File: src/rtl/bfnn_pkg.sv
// ----------------------------------------------------------------------------
// bfnn_pkg
// shared constants, codes and types of the nearest neighbor search core
// ----------------------------------------------------------------------------
package bfnn_pkg;

    localparam int MAX_POINTS = 1024;
    localparam int IDX_W      = (MAX_POINTS > 1) ? $clog2(MAX_POINTS) : 1;
    localparam int CNT_W      = $clog2(MAX_POINTS + 1);

    localparam int OP_W        = 2;
    localparam int COORD_W     = 16;
    localparam int DIST_W      = 36;
    localparam int MATCH_IDX_W = 10;
    localparam int SQ_W        = 2 * COORD_W;
    localparam int SUM_W       = SQ_W + 2;
    localparam int POINT_W     = 3 * COORD_W;

    localparam logic [DIST_W-1:0] CUTOFF_RESET = DIST_W'(6553600);

    localparam logic [OP_W-1:0] OP_CLEAR = 2'd0;
    localparam logic [OP_W-1:0] OP_LOAD  = 2'd1;
    localparam logic [OP_W-1:0] OP_QUERY = 2'd2;

    typedef logic signed [COORD_W-1:0] coord_t;

    typedef struct packed {
        logic             valid;
        logic [IDX_W-1:0] idx;
    } bfnn_tag_t;

    typedef enum logic [1:0] {
        ST_IDLE,
        ST_SCAN,
        ST_FIN
    } bfnn_state_t;

endpackage

File: src/rtl/bfnn_dist.sv
// ----------------------------------------------------------------------------
// bfnn_dist
// two stage squared distance unit, one stored point per cycle
// ----------------------------------------------------------------------------
module bfnn_dist import bfnn_pkg::*; (
    input  logic              clk,
    input  logic              rst_n,
    input  bfnn_tag_t         in_tag,
    input  coord_t            qx,
    input  coord_t            qy,
    input  coord_t            qz,
    input  coord_t            rx,
    input  coord_t            ry,
    input  coord_t            rz,
    output bfnn_tag_t         res_tag,
    output logic [DIST_W-1:0] res_dist,
    output logic              busy
);

    logic signed [COORD_W:0]     dx;
    logic signed [COORD_W:0]     dy;
    logic signed [COORD_W:0]     dz;
    logic signed [2*COORD_W+1:0] px;
    logic signed [2*COORD_W+1:0] py;
    logic signed [2*COORD_W+1:0] pz;

    bfnn_tag_t        s1_tag_reg;
    bfnn_tag_t        s2_tag_reg;
    logic [SQ_W-1:0]  sqx_reg;
    logic [SQ_W-1:0]  sqy_reg;
    logic [SQ_W-1:0]  sqz_reg;
    logic [SUM_W-1:0] sum_reg;
    logic [SUM_W-1:0] sum_next;

    always_comb
    begin
        dx = {qx[COORD_W-1], qx} - {rx[COORD_W-1], rx};
        dy = {qy[COORD_W-1], qy} - {ry[COORD_W-1], ry};
        dz = {qz[COORD_W-1], qz} - {rz[COORD_W-1], rz};
        px = dx * dx;
        py = dy * dy;
        pz = dz * dz;
        sum_next = SUM_W'(sqx_reg) + SUM_W'(sqy_reg) + SUM_W'(sqz_reg);
    end

    always_ff @(posedge clk or negedge rst_n)
    begin
        if (!rst_n)
        begin
            s1_tag_reg <= '0;
            s2_tag_reg <= '0;
        end
        else
        begin
            s1_tag_reg <= in_tag;
            s2_tag_reg <= s1_tag_reg;
        end
    end

    always_ff @(posedge clk)
    begin
        sqx_reg <= px[SQ_W-1:0];
        sqy_reg <= py[SQ_W-1:0];
        sqz_reg <= pz[SQ_W-1:0];
        sum_reg <= sum_next;
    end

    assign res_tag  = s2_tag_reg;
    assign res_dist = DIST_W'(sum_reg);
    assign busy     = s1_tag_reg.valid | s2_tag_reg.valid;

endmodule

File: config.mk
export PLATFORM = sky130hd
export DESIGN_NAME = bfnn_dist
export DESIGN_NICKNAME = d
export VERILOG_FILES = /design/src/rtl/bfnn_pkg.sv /design/src/rtl/bfnn_dist.sv
export SDC_FILE = /design/constraint.sdc
export NUM_CORES = 2
export LEC_CHECK = 0
export ABC_AREA = 1
export BUFFER_PORTS_ARGS = -buffer_cell sky130_fd_sc_hd__buf_4
export CAP_MARGIN = 20
export CORE_MARGIN = 2
export CORE_UTILIZATION = 25
export CTS_CLUSTER_SIZE = 8
export DETAILED_ROUTE_END_ITERATION = 10
export GPL_ROUTABILITY_DRIVEN = 0
export GPL_TIMING_DRIVEN = 1
export PLACE_DENSITY = 0.45
export SYNTH_ARGS = -nofsm -noshare
export SYNTH_HDL_FRONTEND = slang
export SYNTH_SLANG_ARGS = --single-unit
File: constraint.sdc
create_clock -name clk -period 2.5 [get_ports clk]
set_clock_uncertainty 0.15 [all_clocks]
set_input_delay 0.125 -clock clk [delete_from_list [all_inputs] [get_ports clk]]
set_output_delay 0.125 -clock clk [all_outputs]
set_load 0.05 [all_outputs]
==> qor.yml <==
status:
  status: "finished, violations left"
  violations: "setup timing"
yosys:
  synth-xor-area-share_pct: 3.636
  syn_inst: 4443
  synth_compound_area_share_pct: 5.112
  yosys_most_used_dff: "dfxtp_1"
  synth_area_sq_mm: 0.03696
  ys_warn_count: 0
  synth-async-reset-ratio_pct: 14.77
  ys_seq_area_share_pct: 8.368
  yosys.area_share.simple_pct: 14.74
  synth_cell_types: 51
  ys_top_cells_by_count: "1,268 x inv_1, 806 x fa_1, 687 x nand2_1"
  yosys.area_share.adder_pct: 54.32
  synthMuxAreaShare_pct: 0
  synth_top_family_by_area: "adder cells"
  synth_edf_count: 0
  synth.area.top_cells: "fa_1 44%, inv_1 13%, ha_1 11%"
  ys_ff_latch: 149
  avgSynthCellArea_sq_um: 8.319
  synth_top_cell_by_area: "fa_1"
  synth_most_common_cell: "inv_1"
  synth_top_area_share_pct: 43.65
route:
  vias: 31410
  wl_per_cell_um: 14.60
  wirelength_mm: 110.8
  drc_errors: 0
  drt_pass1_iterations: 7
  viasPerCell: 4.139
  antenna_left: 0
  drt_iter0_drc: 1075
sta:
  relSlewSlack_pct: 65.72
  rsz0062_at_grt: "true"
  fin_ws_ns: -3.628
  tightest_slew_ns: 0.5125
  finalSetupTns_ns: -260.98
  setup_viol: 104
  hold_viol: 0
  drv_slew: 0
  fmax_mhz: 163.2
  fin_crit_ns: 6.128
  period_share_pct: 245.1
global_routing:
  grt_max_degree: 23
  grt-ovfl-total: 0
  grt_pass1_wl_mm: 178.2
  grt_pass1_vias: 33820
  antenna_found_initial: 2
  grtUsageTotal_pct: 14.81
run:
  drv_cap: 0
die:
  io_pins: 157
  die_area_sq_mm: 0.1509
  core_sq_mm: 0.1473
  num_rows: 141
  die_x_um: 388.5
  die_h_um: 388.5
  start_util_pct: 25.09
layout:
  fin_util_pct: 39.35
  nFillCells: 14740
  largest_reg_flops: 34
  multiInputGateArea_sq_mm: 0.03620
  regArea_sq_mm: 0.003123
  fin_nets: 6874
  drive_above_1_share_pct: 45.01
  syn_to_final_growth_pct: 56.84
critical_path:
  cp-end-kind: "flip-flop"
  path_class: "in -> reg"
  r2r_slack_ns: -0.24
  critPathArrivalTime_ns: 6.33
  crit_top_cell: "inv_2"
  startpoint_type: "primary input"
  worst_r2r_endpoint: "sum_reg[21]$_DFF_P_"
  ff2ff_path_depth: 13
  r2r-start: "sqz_reg[6]$_DFF_P_"
  crit_fanout: 5
  cp.required_ns: 2.70
  cp_slowest_cell: "fa_2"
  slowest_delay_ns: 0.53
placed_design:
  port_buffers: 154
  post-dp-hpwl_mm: 96.83
clock_network:
  htree_levels: 4
  clockRootBuffer: "clkbuf_16"
  cts_buffers: 17
  path_clk_slew_ns: 0.06
  clkSinkCount: 149
  clock_path_buffers: 2
  cts_tree: "yes"
  clk_latency_ns: 0.45
hold_path:
  min_path_cells: 4
  hold_path.class: "in -> reg"
  whs_endpoint: "sqx_reg[0]$_DFF_P_"
  hp-start: "rx[0]"
## placed cells by master, fill, tap and decap left out, types with 24 or more instances in the layout
cell type | Yosys | routed
nand3_1 | 117 | 63
nand2_4 | 0 | 93
dfxtp_1 | 127 | 113
xor2_2 | 6 | 25
nand2_1 | 687 | 456
xor2_4 | 2 | 26
inv_1 | 1268 | 1058
ha_4 | 0 | 156
inv_4 | 0 | 26
nor2_2 | 0 | 90
nand4_1 | 27 | 27
nand2_2 | 4 | 130
a21oi_4 | 0 | 51
a21oi_2 | 0 | 74
xor2_1 | 93 | 51
o21ai_1 | 2 | 24
inv_2 | 8 | 178
buf_12 | 0 | 45
fa_1 | 806 | 738
a21oi_1 | 170 | 45
buf_6 | 1 | 154
nor2_4 | 0 | 124
nor2_1 | 450 | 236
ha_1 | 315 | 150
buf_4 | 8 | 1005
o21ai_2 | 1 | 33
nand3_2 | 3 | 41
fa_2 | 0 | 68
## kinds of logic (layout without fill, tap and decap cells)
kind of cell / Yosys count / in the layout
compound gates: 337 / 337
other cells: 1 / 6
simple gates: 1350 / 1352
buf+inv: 1341 / 2548
fa+ha+maj: 1121 / 1121
flops: 149 / 149
xor+xnor: 144 / 145
## worst max-delay path, delay by kind of cell
family / cells / cell delay [ns]
AOI/OAI and AO/OA: 4 / 0.49
adders and majority gates: 9 / 3.76
buffers and inverters: 13 / 0.86
and+or+nand+nor: 11 / 1.08
## per-stage QoR
step | cell area [sq um] | setup slack (ns) | hold slack, ns | cells
floorplan | 40150 | -3.757 | -0.3206 | 4447
global placement | 50140 | -4.506 | -0.1257 | 7352
detailed placement | 50140 | -4.538 | -0.1239 | 7352
CTS | 53370 | -3.635 | 0.1167 | 7474
global route | 57970 | -3.873 | 0.1590 | 7587
finish | 57970 | -3.628 | 0.1654 | 7588
## worst max-delay path by stage
stage,startpoint,slack (ns),to,depth (start not counted)
after global routing,rz[4],-3.87,sqz_reg[30]$_DFF_P_,33
after CTS,qz[0],-3.63,sqz_reg[27]$_DFF_P_,33
after detailed placement,qz[0],-4.54,sqz_reg[27]$_DFF_P_,34
final,qy[0],-3.63,sqy_reg[31]$_DFF_P_,37
after global placement,qz[0],-4.51,sqz_reg[27]$_DFF_P_,34
after floorplan,qy[0],-3.76,sqy_reg[31]$_DFF_P_,33
## layout make-up
type	count	area share [%]
multi-input combinational	2960	62.44
timing repair buffer	1234	18.26
inverter	1282	8.640
sequential	149	5.387
tap	1930	4.166
clock buffer	21	0.7943
clock inverter	11	0.3022
antenna	1	0.004317
## per-layer routing
| metal | up-vias | global-route usage [%] | part of all wire (%) |
|---|---|---|---|
| li1 | 15410 | - | - |
| met1 | 15600 | 21.15 | 48 |
| met2 | 344 | 25.04 | 49 |
| met3 | 56 | 1.296 | 2.5 |
| met4 | 0 | 1.599 | 0.96 |
| met5 | - | 0 | 0 |
## timing repair
item | 4_1_cts | 5_1_grt
gates resized for setup | 459 | 896
endpoints found under the setup margin | 109 | 111
setup buffers | 80 | 136
hold buffers | 13 | 0
gates cloned | 4 | 1
pin swaps | 286 | 493
endpoints found under the hold margin | 33 | 0
Power is not shown: default switching activity piles up to over one toggle a cycle in this logic, so the estimate is an artifact.
