$ cat config.mk
export PLATFORM = sky130hd
export DESIGN_NAME = bfnn_ram
export DESIGN_NICKNAME = d
export VERILOG_FILES = /design/src/rtl/bfnn_ram.sv
export SDC_FILE = /design/constraint.sdc
export NUM_CORES = 1
export LEC_CHECK = 0
export BUFFER_PORTS_ARGS = -buffer_cell sky130_fd_sc_hd__buf_2
export CORE_ASPECT_RATIO = 0.6
export CORE_UTILIZATION = 53
export CTS_CLUSTER_DIAMETER = 100
export CTS_CLUSTER_SIZE = 10
export DETAILED_ROUTE_END_ITERATION = 8
export PLACE_DENSITY = 0.73
export SETUP_SLACK_MARGIN = 0.3
export SLEW_MARGIN = 40
export SYNTH_ARGS = -nofsm -noshare
export SYNTH_HDL_FRONTEND = slang
export SYNTH_SLANG_ARGS = --single-unit
$ cat constraint.sdc
create_clock -name clk -period 1.5 [get_ports clk]
set_input_delay 0.075 -clock clk [delete_from_list [all_inputs] [get_ports clk]]
set_output_delay 0.075 -clock clk [all_outputs]
set_load 0.03 [all_outputs]
$ cat src/rtl/bfnn_ram.sv
// ----------------------------------------------------------------------------
// bfnn_ram
// generic single write port, single read port ram with registered read
// ----------------------------------------------------------------------------
module bfnn_ram #(
    parameter int WIDTH = 8,
    parameter int DEPTH = 16
) (
    input  logic                                      clk,
    input  logic                                      we,
    input  logic [((DEPTH > 1) ? $clog2(DEPTH) : 1)-1:0] waddr,
    input  logic [WIDTH-1:0]                          wdata,
    input  logic                                      re,
    input  logic [((DEPTH > 1) ? $clog2(DEPTH) : 1)-1:0] raddr,
    output logic [WIDTH-1:0]                          rdata
);

    logic [WIDTH-1:0] mem [DEPTH];
    logic [WIDTH-1:0] rdata_reg;

    always_ff @(posedge clk)
    begin
        if (we)
        begin
            mem[waddr] <= wdata;
        end
        if (re)
        begin
            rdata_reg <= mem[raddr];
        end
    end

    assign rdata = rdata_reg;

endmodule

==> results, run 1 <==
- Across the run, the number of max-cap violations was 0.
- At the pin with the least slew margin, the transition time is ~820 ps.
- Once detail routing completed, the nets flagged for antenna violations numbered 0.
- The initial cell density of the core is 0.5586.
- The global-route congestion overflow total is 0.
- Counting flops and latches in the post-synthesis netlist gives 136.
- Buffers added to address setup during post-CTS repair amount to 0.
- After clock tree synthesis, the clock-pin slew on the worst setup and hold paths is approximately 50 ps.
- The maximum fanout along the worst path is 1.
- The initial antenna violation count was 1.
- The largest area contributor in the synthesized netlist is sky130_fd_sc_hd__edfxtp_1.
- The H-tree generated during clock tree synthesis spans 4 levels.
- Of the synthesized area, sequential elements account for 0.7812.
- The post-synthesis cell type count is 18.
- The worst setup slack after layout is 91.46 ps.
- The synthesized area per cell is 22.83 um2.
- The worst setup path startpoint is mem[2][4]$_DFFE_PP_.
- The headroom to the max-slew limit is 0.4492.
- The endpoint arrival time on the critical path is 1560 ps.
- The cell at the root of the clock tree is sky130_fd_sc_hd__clkbuf_16.
- For this run, design rule violations remaining after detail routing come to 0.
- The count of final setup violators is 0.
- Sorting the synthesized cells by area gives the leading types as sky130_fd_sc_hd__edfxtp_1, sky130_fd_sc_hd__mux4_2, sky130_fd_sc_hd__mux4_1.
- For this run, the detailed router's first-pass iteration total came to 4.
- The nature of the critical path startpoint is a register.
- The floorplan has 27 rows.
- After technology mapping, the gate count stands at 229.
- Counting the buffers created by CTS gives 17.
- The area growth from synthesis to layout is 17.74%.
- At the placement stage, the worst setup path has a slack of -80.21 ps.
- The endpoint required time on the critical path is 1650 ps.
- The wire length per cell is 22.64 um.
- The worst setup path is of the reg2reg kind.
- On the final layout, the worst hold slack is around 53 ps.
- The power density over cell area is 1327 nW/um2.
- The number of global-route vias before repair is around 2500.
- The number of hold violations in the final report is 0.
- In this run the critical register-to-register path is launched from mem[2][4]$_DFFE_PP_.
- STA classifies the critical path endpoint as a register.
- The number of buffers inserted by port buffering is 26.
- Summed over all nets, the half-perimeter wirelength after detailed placement is 6.378 mm.
- Based on the critical path, the design can be clocked at up to ~710 MHz.
- Across every metal layer, demand over resource in global routing totals 0.2147.
- VDD sags by at most 0.0007991 V.
- The total number of vias is 2506.
- The share of layout cells above drive strength 1 is 0.3805.
- The total of warnings raised by yosys is 0.
- In this run the vertical extent of the chip is 78.93 um.
- The first routing iteration left 313 violations.
- The core region is 9358 um2.
- The congestion estimate from routability-driven global placement came to just over 0.7.
- The flip-flop count of the largest register, all copies and words added is 128.
- The number of buffers inserted for hold repair after clock tree synthesis is 0.
- The full die area is 10280 um2.
- 0 antenna diodes ended up in the layout.
- The clock sink total is 136.
- The max-slew violation count was 0.
- The share of synthesized area in the top cell type comes to 0.7812.
- Entering global routing, the biggest net connects 17 pins.
- The post-synthesis net count is 248.
- The flow ran to the end, and the final reports show no timing, DRC or antenna violations.
- Setup repair after global routing could not meet its margin everywhere.
- The maximum buffer depth of the clock tree is 2.
- The analysis attributes to cell leakage a power of around 2.0 nW.
- Between clock sinks in the finished design, the worst skew comes to 5.245 ps.
- In the finished design, the share of the clock period the worst path needs comes to 0.9390.
- The synthesized netlist occupies a cell area of 5228 um2.
- The worst hold path begins at wdata[2].
- The class of the worst hold path is in2reg.
- The detailed-route vias per instance is 5.869.
- The clock reaches the later pin of the worst-skew pair after 410 ps.
- The I/O pin count is 27.
- The net count of the finished layout is between 300 and 400.
- TritonCTS built the clock tree.
- Counting I/O delays and the setup requirement, the final critical path takes 1409 ps.
- The die is 130.2 um wide.
- The wire length of the first global-routing pass is 14.93 mm.
- Summed over all layers, the routed wires come to 9.667 mm.
[routing by layer]
| layer | track usage | share of wire | wire, um | vias up |
|---|---|---|---|---|
| met5 | 0 | 0.00083 | 8 | - |
| met4 | 0.09070 | 0.0057 | 55 | 2 |
| met3 | 0.05458 | 0.11 | 1034 | 8 |
| met2 | 0.2957 | 0.45 | 4348 | 115 |
| met1 | 0.3267 | 0.44 | 4221 | 1295 |
| li1 | - | - | - | 1086 |
[critical path: stages (launching register included)]
cell and delay (ps):
sky130_fd_sc_hd__edfxtp_1 370, sky130_fd_sc_hd__mux4_2 510, sky130_fd_sc_hd__a22oi_2 200, sky130_fd_sc_hd__nand2_1 70
[worst paths after layout]
| path | to | slack (ps) | cells past startpoint |
|---|---|---|---|
| max | rdata[4]$_DFFE_PP_ | 90 | 3 |
| min | mem[1][2]$_DFFE_PP_ | 50 | 1 |
| max reg2reg | rdata[4]$_DFFE_PP_ | 90 | 3 |
| min reg2reg | rdata[0]$_DFFE_PP_ | 730 | 3 |
[metrics by stage]
step	util	cells	power, W	setup TNS [ps]	cell area (um2)
2_1_floorplan	-	229	0.004654	0	5251
3_3_place_gp	0.6034	398	0.004818	-344.5	5647
3_5_place_dp	0.6034	398	0.004832	-432.1	5647
4_1_cts	0.6574	427	0.008242	0	6152
5_1_grt	0.6577	427	0.008408	0	6155
6_report	0.6577	427	0.008166	0	6155
[placed cells by master, fill, tap and decap left out]
master,instances
sky130_fd_sc_hd__a22oi_2,6
sky130_fd_sc_hd__edfxtp_1,136
sky130_fd_sc_hd__mux4_1,3
sky130_fd_sc_hd__nor3_2,2
sky130_fd_sc_hd__nand2b_1,2
sky130_fd_sc_hd__nand3b_1,2
sky130_fd_sc_hd__and2_1,1
sky130_fd_sc_hd__clkinv_2,4
sky130_fd_sc_hd__buf_2,26
sky130_fd_sc_hd__clkinv_1,4
sky130_fd_sc_hd__nand2_1,9
sky130_fd_sc_hd__and2b_1,1
sky130_fd_sc_hd__nand3_1,1
sky130_fd_sc_hd__clkbuf_1,4
sky130_fd_sc_hd__a22oi_1,10
sky130_fd_sc_hd__nor3_4,1
sky130_fd_sc_hd__nor3_1,1
sky130_fd_sc_hd__nor2b_2,1
sky130_fd_sc_hd__mux4_2,29
sky130_fd_sc_hd__nor2_1,10
sky130_fd_sc_hd__buf_4,19
sky130_fd_sc_hd__nor2_2,3
sky130_fd_sc_hd__clkbuf_16,17
sky130_fd_sc_hd__buf_12,4
sky130_fd_sc_hd__or3b_4,1
[layout make-up]
class	count	area, um2
Sequential cell	136	4084
Fill cell	644	3203
Multi-Input combinational cell	83	1080
Clock buffer	21	440.4
Timing Repair Buffer	49	352.8
Tap cell	130	162.7
Clock inverter	8	35.03
[power breakdown]
part           internal (W)  total [W]  switching (W)  leakage (nW)
combinational      0.000190   0.000456       0.000266         0.575
sequential          0.00429    0.00431      0.0000211          1.24
clock               0.00204    0.00340        0.00136         0.236
[synthesized netlist by cell type (all sizes together)]
cell,number
nor2,13
clkdlybuf4s25,3
nand2,9
edfxtp,136
nand3b,2
and2,1
and2b,1
nor3,4
nor2b,1
nand3,1
a22oi,16
buf,7
nand2b,2
mux4,32
or3b,1
[cell families after synthesis]
kind of cell / Yosys count / synth area share
flops: 136 / 0.7812
simple gates: 35 / 0.03136
buf+inv: 10 / 0.01651
compound gates: 16 / 0.02298
mux: 32 / 0.1479
[repair_timing]
action                                  4_1_cts  5_1_grt
gates resized for setup                       6        0
endpoints found under the setup margin        8        8
endpoints found under the hold margin         0        0
pin swaps                                     3        0
Note: power is estimated with default switching activity, not from simulation.
==> run 2: changes to the inputs <==
--- a/config.mk
+++ b/config.mk
@@ -7,11 +7,11 @@
 export LEC_CHECK = 0
 export BUFFER_PORTS_ARGS = -buffer_cell sky130_fd_sc_hd__buf_2
 export CORE_ASPECT_RATIO = 0.6
-export CORE_UTILIZATION = 53
+export CORE_MARGIN = 4
+export CORE_UTILIZATION = 40
 export CTS_CLUSTER_DIAMETER = 100
 export CTS_CLUSTER_SIZE = 10
 export DETAILED_ROUTE_END_ITERATION = 8
-export PLACE_DENSITY = 0.73
 export SETUP_SLACK_MARGIN = 0.3
 export SLEW_MARGIN = 40
 export SYNTH_ARGS = -nofsm -noshare
==> run 2 against run 1 <==
Effect of this change: global-route usage down 5.7 points; cell area increased by 2.8%; non-clock buffer count increased by 2; first-iteration DRC count is 38% lower; core utilization down 16 points.
==> results, run 2 (synthesis gave the netlist of run 1 again) <==
- The max-slew violation count is 0.
- The number of nets with antenna violations after detailed routing is 0.
- The number of detailed-routing iterations run before antenna repair is 4.
- In this run the horizontal extent of the chip is 155.6 um.
- Input and output buffers added on the ports amount to 26.
- The number of inserted diodes is 0.
- Routability-driven placement finished with a final weighted congestion of 0.7871.
- The endpoint required time on the critical path is 1660 ps.
- In this run the worst path has a maximum fanout of 1.
- The headroom to the max-slew limit is 0.6340.
- The height of the die is roughly 97 um.
- The maximum frequency from static timing analysis is 719.6 MHz.
- CTS built an H-tree with a depth of 4.
- The class of the worst hold path is in2reg.
- After the first detailed-routing iteration, the DRC count stood at 193.
- Setup repair after global routing could not meet its margin everywhere.
- The transition time at the pin with the least slew margin is 549.0 ps.
- Setup violations remaining at the end of the flow were counted as 0.
- The clock tree from TritonCTS is done.
- In the final layout, the multi-input gates occupy 1089 um2.
- The clock skew is 4.661 ps.
- The clock sink total is between 100 and 150.
- The post-route minimum period is about 1400 ps.
- Compared with the post-synthesis result, the final layout area differs by 21.06%.
- The detailed-route vias per instance is between 5 and 6.
- For this run, the share of the core covered by cells in the final layout is 0.4939.
- The worst setup path is captured at a register.
- The core footprint is 12810 um2.
- Buffers inserted during clock tree synthesis total 17.
- In the layout the commonest cells are sky130_fd_sc_hd__edfxtp_1, sky130_fd_sc_hd__mux4_2, sky130_fd_sc_hd__buf_2, sky130_fd_sc_hd__buf_4, sky130_fd_sc_hd__clkbuf_16.
- The wire length per cell is ~23 um.
- For the worst-skew pair, the clock arrives at the later sink with an insertion delay of ~410 ps.
- Of the cells placed in the final design, the portion with a size suffix greater than 1 is 0.4305.
- The kind of cell with the highest combined delay along the critical path is multiplexers.
- The largest net degree at the start of global routing is 19.
- The number of nets in the layout is 308.
- The initial antenna violation count is 0.
- The critical path buffer and inverter count is 0.
- For this configuration, the core starts out at a cell density of 0.4080.
- The worst ir drop on vdd is 0.0007367 V.
- For the worst setup path, the data arrival time is 1550 ps.
- The nature of the critical path startpoint is a register.
- The number of hold violations in the final report is 0.
- The I/O pin count is 27.
- On the worst path, the slowest cell contributes a delay of between 400 and 500 ps.
- The HPWL after detailed placement is 7.087 mm.
- Row generation in the floorplan step produced 32 rows.
- The max-cap violation count is 0.
- The maximum buffer depth of the clock tree is 2.
- The sequential cells in the finished layout cover a total of 4084 um2.
- The number of global-route vias before repair was 2623.
- The final worst-path cycle share is 0.9264.
- The flip-flop count of the largest register, all copies and words added is 128.
- Walking the worst path, the cells encountered are mux4_2, a22oi_2, nand2_1.
- The non-filler instance count after layout is 472.
- Summed over all layers, the routed wires come to 10.81 mm.
- The worst hold slack across all endpoints is approximately 37 ps.
- The static power due to leakage is 2.091 nW.
- The first global-routing pass estimated 16.48 mm of wire.
- The largest individual stage delay along the critical path comes from the cell sky130_fd_sc_hd__mux4_2.
- The filler cells instantiated in the layout total 1065.
- The global-route congestion overflow total is 0.
- Clock-pin slew was measured on the worst setup and hold paths at 60 ps.
- The detailed router placed roughly 2500 vias in this run.
- The type of the worst setup path is reg2reg.
- The instance count after placement with tap cells included is 440.
- The post-CTS setup buffer count is 0.
- The run finished with clean final reports.
- The tree is rooted in a sky130_fd_sc_hd__clkbuf_16.
- The most common library cell in the layout ignoring fill and taps is sky130_fd_sc_hd__edfxtp_1.
- The residual DRC count is 0.
- The full die area is 15020 um2.
- The overall track demand over capacity in global routing is 0.1576.
- Setup total negative slack on the finished layout was measured at 0 ps.
- For this design the ratio of total power to cell area is 1377 nW/um2.
-- run 2: cell types whose count changed in the layout (fill, tap and decap cells not counted), sizes merged --
cell / delta
clkbuf: -3
bufinv: +2
clkinv: +2
clkinvlp: +2
buf: +2
-- run 2: through the flow --
| step | setup slack (ps) | instance area (um2) | power (W) |
|---|---|---|---|
| detailed placement | -103.2 | 5724 | 0.004852 |
| floorplan | 203.9 | 5251 | 0.004654 |
| finish | 110.3 | 6329 | 0.008716 |
| global placement | -83.87 | 5724 | 0.004842 |
| global route | 76.36 | 6329 | 0.009040 |
| CTS | 97.27 | 6304 | 0.008789 |
-- run 2: final timing paths --
path,startpoint,to,slack (ps),cells past startpoint
hold reg to reg,mem[15][2]$_DFFE_PP_,rdata[2]$_DFFE_PP_,750,3
hold / removal,re,rdata[2]$_DFFE_PP_,40,1
setup / recovery,mem[0][3]$_DFFE_PP_,rdata[3]$_DFFE_PP_,110,3
setup reg to reg,mem[0][3]$_DFFE_PP_,rdata[3]$_DFFE_PP_,110,3
-- run 2: where the power goes --
group	switching, W	internal, W	leakage (nW)
sequential	0.0000258	0.00428	1.24
clock	0.00151	0.00242	0.274
combinational	0.000283	0.000196	0.581
-- run 2: area by class of cell --
class / count / share of cell area
Sequential cell: 136 / 0.6453
Tap cell: 170 / 0.03361
Clock inverter: 14 / 0.02115
Multi-Input combinational cell: 83 / 0.1720
Timing Repair Buffer: 51 / 0.06010
Clock buffer: 18 / 0.06781
-- run 2: metal layers --
| metal | vias up | share of wire | routed length, um | global-route usage |
|---|---|---|---|---|
| met5 | - | 0 | 0 | 0 |
| met1 | 1328 | 0.50 | 5370 | 0.2437 |
| met2 | 76 | 0.43 | 4625 | 0.2104 |
| met3 | 9 | 0.066 | 712 | 0.04895 |
| met4 | 0 | 0.0095 | 103 | 0.05171 |
| li1 | 1091 | - | - | - |
-- run 2: repair_timing --
item / 4_1_cts / 5_1_grt
hold endpoints to repair: 0 / 0
hold buffers: 0 / 0
gates resized for setup: 5 / 8
pin swaps: 1 / 0
setup endpoints to repair: 8 / 8
